$ cat config.mk
export PLATFORM = sky130hd
export DESIGN_NAME = button_click_hold_classifier
export DESIGN_NICKNAME = d
export VERILOG_FILES = /design/src/hw/rtl/bchc_pkg.sv /design/src/hw/rtl/button_click_hold_classifier.sv
export SDC_FILE = /design/constraint.sdc
export NUM_CORES = 1
export LEC_CHECK = 0
export ABC_CLOCK_PERIOD_IN_PS = 8450
export BUFFER_PORTS_ARGS = -buffer_cell sky130_fd_sc_hd__buf_2
export CAP_MARGIN = 0
export CELL_PAD_IN_SITES_DETAIL_PLACEMENT = 1
export CELL_PAD_IN_SITES_GLOBAL_PLACEMENT = 2
export CORE_UTILIZATION = 33
export DETAILED_ROUTE_END_ITERATION = 12
export PLACE_DENSITY = 0.84
export SYNTH_ARGS = -nofsm -noshare
export SYNTH_HDL_FRONTEND = slang
export SYNTH_SLANG_ARGS = --single-unit
$ cat constraint.sdc
create_clock -name clk -period 8.45 [get_ports clk]
set_input_delay 1.69 -clock clk [delete_from_list [all_inputs] [get_ports clk]]
set_output_delay 1.69 -clock clk [all_outputs]
set_load 0.03 [all_outputs]
$ cat src/hw/rtl/bchc_pkg.sv
// Package with types, constants and helpers for the button click/hold classifier.
package bchc_pkg;

    // Counter width and saturation limit of the hold and gap counters.
    localparam int unsigned CNT_W       = 14;
    localparam logic [CNT_W-1:0] COUNT_LIMIT = 14'd9999;

    // Configuration register widths.
    localparam int unsigned MIN_W   = 9;
    localparam int unsigned SHORT_W = 10;

    // Configuration port geometry.
    localparam int unsigned ADDR_W  = 5;
    localparam int unsigned DATA_W  = 32;
    localparam int unsigned INDEX_W = 3;

    // Register indexes on the configuration port.
    localparam logic [INDEX_W-1:0] REG_UPDOWN_LONG = 3'd0;
    localparam logic [INDEX_W-1:0] REG_QUIT_HOLD   = 3'd1;
    localparam logic [INDEX_W-1:0] REG_MIN_CLICK   = 3'd2;
    localparam logic [INDEX_W-1:0] REG_SHORT_MAX   = 3'd3;
    localparam logic [INDEX_W-1:0] REG_DOUBLE_GAP  = 3'd4;

    // Register reset values.
    localparam logic [CNT_W-1:0]   UPDOWN_LONG_RST = 14'd1000;
    localparam logic [CNT_W-1:0]   QUIT_HOLD_RST   = 14'd3000;
    localparam logic [MIN_W-1:0]   MIN_CLICK_RST   = 9'd20;
    localparam logic [SHORT_W-1:0] SHORT_MAX_RST   = 10'd500;
    localparam logic [CNT_W-1:0]   DOUBLE_GAP_RST  = 14'd200;

    // Click stage of the OK key.
    typedef enum logic [1:0] {
        STAGE_IDLE  = 2'd0,
        STAGE_ONE   = 2'd1,
        STAGE_TWO   = 2'd2,
        STAGE_THREE = 2'd3
    } click_stage_t;

    // One tick: three active-low key levels.
    typedef struct packed {
        logic ok_level;
        logic up_level;
        logic down_level;
    } tick_t;

    // Events recognized in one tick.
    typedef struct packed {
        logic enter_event;
        logic quit_event;
        logic double_click_event;
        logic up_long_event;
        logic down_long_event;
    } events_t;

    // Increment that saturates at the limit, also where the sum would wrap at the counter width.
    function automatic logic [CNT_W-1:0] sat_inc(input logic [CNT_W-1:0] v);
        logic [CNT_W-1:0] s;
        s = v + 1'b1;
        if (s > COUNT_LIMIT || s == '0)
        begin
            s = COUNT_LIMIT;
        end
        return s;
    endfunction

endpackage

$ cat src/hw/rtl/button_click_hold_classifier.sv
// Top level of the button click/hold classifier with its configuration registers.
//
//  channel   direction  handshake               payload
//  tick      in         tick_valid/tick_stall   tick_t   (ok, up, down levels)
//  events    out        event_valid/event_stall events_t (five one-tick pulses)
//  config    in         APB psel/penable/pready five threshold registers
//
// One tick transaction is taken per clock cycle while tick_stall is low; its events appear in the next cycle.
// The whole tick update is one pass of compare-and-increment logic on the state registers.
// Reset clears the arm, the counters and the click stage and loads the register defaults.
// A stalled event transaction holds the result register and stalls the tick input.
module button_click_hold_classifier (
    input  logic                     clk,
    input  logic                     rst_n,
    input  logic                     tick_valid,
    output logic                     tick_stall,
    input  bchc_pkg::tick_t          tick,
    output logic                     event_valid,
    input  logic                     event_stall,
    output bchc_pkg::events_t        events,
    input  logic                     psel,
    input  logic                     penable,
    input  logic                     pwrite,
    input  logic [bchc_pkg::ADDR_W-1:0] paddr,
    input  logic [bchc_pkg::DATA_W-1:0] pwdata,
    output logic [bchc_pkg::DATA_W-1:0] prdata,
    output logic                     pready
);
    import bchc_pkg::*;

    // Configuration registers.
    logic [CNT_W-1:0]   updown_long_reg;
    logic [CNT_W-1:0]   quit_hold_reg;
    logic [MIN_W-1:0]   min_click_reg;
    logic [SHORT_W-1:0] short_max_reg;
    logic [CNT_W-1:0]   double_gap_reg;

    // Tick state.
    logic               ok_armed_reg,    ok_armed_next;
    logic [CNT_W-1:0]   hold_count_reg,  hold_count_next;
    logic [CNT_W-1:0]   gap_count_reg,   gap_count_next;
    click_stage_t       click_stage_reg, click_stage_next;

    // Result register.
    logic               event_valid_reg;
    events_t            events_reg, events_next;

    logic               tick_accept;
    logic               cfg_write;
    logic [INDEX_W-1:0] cfg_index;
    logic               ok_p, up_p, down_p;
    logic [CNT_W-1:0]   short_ext, min_ext;

    assign pready      = 1'b1;
    assign cfg_write   = psel && penable && pwrite;
    assign cfg_index   = paddr[ADDR_W-1:2];
    assign tick_stall  = event_valid_reg && event_stall;
    assign tick_accept = tick_valid && !tick_stall;
    assign event_valid = event_valid_reg;
    assign events      = events_reg;

    // Configuration register writes.
    always_ff @(posedge clk or negedge rst_n)
    begin
        if (!rst_n)
        begin
            updown_long_reg <= UPDOWN_LONG_RST;
            quit_hold_reg   <= QUIT_HOLD_RST;
            min_click_reg   <= MIN_CLICK_RST;
            short_max_reg   <= SHORT_MAX_RST;
            double_gap_reg  <= DOUBLE_GAP_RST;
        end
        else if (cfg_write)
        begin
            unique case (cfg_index)
                REG_UPDOWN_LONG: updown_long_reg <= pwdata[CNT_W-1:0];
                REG_QUIT_HOLD:   quit_hold_reg   <= pwdata[CNT_W-1:0];
                REG_MIN_CLICK:   min_click_reg   <= pwdata[MIN_W-1:0];
                REG_SHORT_MAX:   short_max_reg   <= pwdata[SHORT_W-1:0];
                REG_DOUBLE_GAP:  double_gap_reg  <= pwdata[CNT_W-1:0];
                default:         ;
            endcase
        end
    end

    // Configuration register reads.
    always_comb
    begin
        unique case (cfg_index)
            REG_UPDOWN_LONG: prdata = DATA_W'(updown_long_reg);
            REG_QUIT_HOLD:   prdata = DATA_W'(quit_hold_reg);
            REG_MIN_CLICK:   prdata = DATA_W'(min_click_reg);
            REG_SHORT_MAX:   prdata = DATA_W'(short_max_reg);
            REG_DOUBLE_GAP:  prdata = DATA_W'(double_gap_reg);
            default:         prdata = '0;
        endcase
    end

    // Tick update: OK key classification first, then up, then down.
    always_comb
    begin
        ok_p      = !tick.ok_level;
        up_p      = !tick.up_level;
        down_p    = !tick.down_level;
        short_ext = CNT_W'(short_max_reg);
        min_ext   = CNT_W'(min_click_reg);

        events_next      = '0;
        ok_armed_next    = ok_armed_reg || ok_p;
        hold_count_next  = hold_count_reg;
        click_stage_next = click_stage_reg;

        // The gap counter runs only while a click is pending.
        if (click_stage_reg != STAGE_IDLE)
        begin
            gap_count_next = sat_inc(gap_count_reg);
        end
        else
        begin
            gap_count_next = '0;
        end

        if (ok_armed_next)
        begin
            if (ok_p)
            begin
                // Key held: count and check the quit threshold.
                hold_count_next = sat_inc(hold_count_reg);
                if (hold_count_next == quit_hold_reg)
                begin
                    events_next.quit_event = 1'b1;
                    click_stage_next       = STAGE_IDLE;
                    ok_armed_next          = 1'b0;
                end
                if (click_stage_next == STAGE_ONE)
                begin
                    click_stage_next = STAGE_TWO;
                end
            end
            else
            begin
                // Key released: classify the hold length.
                if (hold_count_reg < short_ext && hold_count_reg > min_ext)
                begin
                    if (click_stage_reg == STAGE_IDLE)
                    begin
                        click_stage_next = STAGE_ONE;
                    end
                end
                else if (hold_count_reg > short_ext && hold_count_reg < quit_hold_reg)
                begin
                    if (click_stage_reg != STAGE_ONE)
                    begin
                        events_next.enter_event = 1'b1;
                        gap_count_next          = '0;
                        hold_count_next         = '0;
                        click_stage_next        = STAGE_IDLE;
                        ok_armed_next           = 1'b0;
                    end
                end
                else
                begin
                    hold_count_next = '0;
                end

                // Gap long enough: resolve the pending clicks.
                if (gap_count_next > double_gap_reg)
                begin
                    unique case (click_stage_next)
                        STAGE_ONE:
                        begin
                            events_next.enter_event = 1'b1;
                            gap_count_next          = '0;
                            hold_count_next         = '0;
                            click_stage_next        = STAGE_IDLE;
                            ok_armed_next           = 1'b0;
                        end
                        STAGE_TWO:
                        begin
                            events_next.double_click_event = 1'b1;
                            gap_count_next                 = '0;
                            hold_count_next                = '0;
                            click_stage_next               = STAGE_IDLE;
                            ok_armed_next                  = 1'b0;
                        end
                        default:
                        begin
                            ok_armed_next = 1'b0;
                        end
                    endcase
                end
            end
        end

        // Up key long press on the shared hold counter.
        if (up_p)
        begin
            if (hold_count_next <= updown_long_reg)
            begin
                hold_count_next = sat_inc(hold_count_next);
            end
            else
            begin
                hold_count_next           = '0;
                events_next.up_long_event = 1'b1;
            end
        end

        // Down key long press, after up in the same tick.
        if (down_p)
        begin
            if (hold_count_next <= updown_long_reg)
            begin
                hold_count_next = sat_inc(hold_count_next);
            end
            else
            begin
                hold_count_next             = '0;
                events_next.down_long_event = 1'b1;
            end
        end
    end

    // State update on each accepted tick transaction.
    always_ff @(posedge clk or negedge rst_n)
    begin
        if (!rst_n)
        begin
            ok_armed_reg    <= 1'b0;
            hold_count_reg  <= '0;
            gap_count_reg   <= '0;
            click_stage_reg <= STAGE_IDLE;
        end
        else if (tick_accept)
        begin
            ok_armed_reg    <= ok_armed_next;
            hold_count_reg  <= hold_count_next;
            gap_count_reg   <= gap_count_next;
            click_stage_reg <= click_stage_next;
        end
    end

    // Result register valid flag.
    always_ff @(posedge clk or negedge rst_n)
    begin
        if (!rst_n)
        begin
            event_valid_reg <= 1'b0;
        end
        else if (tick_accept)
        begin
            event_valid_reg <= 1'b1;
        end
        else if (!event_stall)
        begin
            event_valid_reg <= 1'b0;
        end
    end

    // Result register payload.
    always_ff @(posedge clk)
    begin
        if (tick_accept)
        begin
            events_reg <= events_next;
        end
    end

`ifndef SYNTHESIS
    // Every accepted tick leaves a result transaction behind.
    assert property (@(posedge clk) disable iff (!rst_n)
        tick_accept |=> event_valid)
        else $error("accepted tick produced no event transaction");

    // The OK key events exclude each other.
    assert property (@(posedge clk) disable iff (!rst_n)
        event_valid |-> $onehot0({events.enter_event, events.quit_event,
                                  events.double_click_event}))
        else $error("more than one OK key event in one tick");

    // Up and down long presses share the counter, so they never fire together.
    assert property (@(posedge clk) disable iff (!rst_n)
        event_valid |-> !(events.up_long_event && events.down_long_event))
        else $error("up and down long press in the same tick");

    // Counters stay at or below the saturation limit and the click stage never reaches three.
    assert property (@(posedge clk) disable iff (!rst_n)
        hold_count_reg <= COUNT_LIMIT && gap_count_reg <= COUNT_LIMIT
        && click_stage_reg != STAGE_THREE)
        else $error("counter beyond limit or unreachable click stage");
`endif

endmodule
==> results.toml <==
[layout]
drive_gt1_share_pct = 34.7
area_delta_synth_final_pct = 36.2
finalNonFillerCells = 1864
final_area_sq_um = 13300
nFillCells = 3482
antennaDiodeCount = 0
postLayoutCoreUtil_pct = 45.9
nets = 1609

[clock_network]
htree_levels = 3
cts_sinks = 98
cts_tree = "yes"
cts_root_buf = "clkbuf_16"
cts_buffers = 9
clkLatencyLatePin_ns = 0.38
clkTransAtPathRegs_ns = 0.08
hold_buffers = 0
cts_max_path_buffers = 2

[floorplanning]
coreArea_sq_um = 28900
fp-row-count = 62
start_util_pct = 33.7
die_w_um = 174
dieHeight_um = 174
die_area_sq_um = 30200
io_pins = 87

[timing]
tns_ns = -1.46
relSlewSlack_pct = 37.8
fmax_mhz = 116
max_slew.worst_pin.slew_ns = 0.934
whs_ns = 0.540
finalWorstSetupSlack_ns = -0.179
timing.final.max_slew_violations = 0
fin_crit_sh_pct = 102
finalClockSkew_ns = 0.0267
fin_crit_ns = 8.63
rsz0062_at_grt = "true"
finalHoldViolCount = 0
setup_viol = 14

[global_route]
grt_remaining_overflow = 0
grt_start_max_net_pins = 50
grt_first_pass_wirelength_um = 63200
track_usage_pct = 27.0
grt_pass1_vias = 11200
antenna_found_initial = 0

[drt]
first_pass_iters = 5
drt_wl_total_um = 41700
vias = 10600
vias_per_cell = 5.67
ant_nets = 0
post_drt_wl_per_cell_um = 22.4
drc = 0
drtIter0Drc = 681

[place]
pre_cts_slack_ns = -0.706
gp_congestion = 0.904
io_buffers = 47
place.detailed.hpwl_um = 30600
placed_cells = 1805
place_area_sq_um = 11700

[run_status]
outcome = "finished with violations"
violations = "setup timing"

[power]
power_density_nw_per_um2 = 287
power_leakage_nw = 5.93
p_total_mw = 3.81
peakVddDrop_uv = 123

[worst_setup_path]
cp-start-kind = "flip-flop"
path_max_fanout = 8
arrival_ns = 8.87
crit_slowest_cell = "dfstp_2"
crit_type = "flip-flop to flip-flop"
crit_required_ns = 8.69
max_stage_delay_ns = 0.55
end_kind = "flip-flop"

[synthesis]
syn-cell-area_sq_um = 9730
yosysTopAreaCellShare_pct = 17.7
synth_top_area_cell = "dfrtp_1"
yosys.cell_count.top_type = "nand2_1"
yosysUniqueCellTypes = 99
synth_seq_area_share_pct = 25.8
syn_avg_cell_area_sq_um = 7.91
synth_warnings = 0
synthFlopType = "dfrtp_1"
synth_area_leaders = "dfrtp_1 18%, ha_1 11%, dfstp_2 6.5%, o21ai_0 5.5%, nand2_1 5.3%"
ys_seq_elements = 98
async_flop_share_pct = 94.9
synth_commonest_cells = "137 x nand2_1, 107 x o21ai_0, 92 x nor2_1"
synth_cells = 1231
synth-edff-count = 5

[worst_hold_path]
holdCritPathClass = "flip-flop to flip-flop"

[flow_run]
drv_cap = 0
-- power by group --
| group | total (mW) | internal [mW] | switching (mW) |
|---|---|---|---|
| clock | 0.476 | 0.246 | 0.230 |
| combinational | 2.64 | 1.17 | 1.47 |
| sequential | 0.695 | 0.598 | 0.0968 |
-- layout make-up --
class | instances | area (sq um) | share of cell area, %
flip-flops and latches | 98 | 2510 | 18.9
repair buffers | 290 | 2120 | 16.0
clock buffers | 10 | 239 | 1.80
clock inverters | 6 | 78.8 | 0.595
well taps | 384 | 480 | 3.63
multi-input cells | 982 | 7470 | 56.4
inverters | 94 | 358 | 2.70
-- final timing paths --
path | cells past startpoint | from | slack (ns) | end
worst max-delay path | 44 | quit_hold_reg[7] | -0.18 | hold_count_reg[6]
min in group asynchronous | 1 | rst_n | 1.31 | double_gap_reg[5]
worst min register to register | 2 | quit_hold_reg[5] | 0.54 | quit_hold_reg[5]
worst min-delay path | 2 | quit_hold_reg[5] | 0.54 | quit_hold_reg[5]
max in group asynchronous | 2 | rst_n | 6.04 | click_stage_reg[0]
worst max register to register | 44 | quit_hold_reg[7] | -0.18 | hold_count_reg[6]
-- layout by cell type (no fill, tap or decap), types with 24 or more instances in the layout --
cell	synthesis	final
xnor2_1	30	27
nand2_1	137	131
dfrtp_1	69	68
mux2i_1	25	25
o21ai_0	107	93
buf_4	21	229
inv_1	91	84
nand4_1	29	29
dfstp_2	24	24
nor2_1	92	76
nand3_1	31	28
a21oi_1	67	57
buf_2	6	46
ha_1	87	68
-- critical path: cells and delay by family (launching register included) --
family,cells,cell delay (ns)
AO/OA/AOI/OAI,19,3.61
AND/OR/NAND/NOR,15,2.57
adder cells (fa/ha/maj),4,0.86
buffers and inverters,5,0.72
flip-flops,1,0.55
XOR/XNOR,1,0.18
-- routing by layer --
layer / global-route usage [%] / vias up / part of all wire [%]
li1: - / 4900 / -
met1: 33.2 / 5223 / 42
met2: 46.1 / 330 / 48
met3: 4.41 / 110 / 5.4
met4: 12.4 / 0 / 4.9
met5: 0 / - / 0
-- cell families after synthesis --
group	count (synthesis)	synth area share (%)
compound gates	351	23.7
xor+xnor	46	4.14
fa+ha+maj	87	11.2
buf+inv	169	7.89
flops	98	25.8
mux	44	4.81
other cells	2	0.0772
simple gates	434	22.5
-- what timing repair did --
action | CTS | global route
gates cloned | 1 | 0
gates resized for setup | 118 | 74
setup endpoints to repair | 15 | 15
pin swaps | 50 | 59
setup buffers | 23 | 20
No activity file was read; power rests on OpenSTA's default activity.
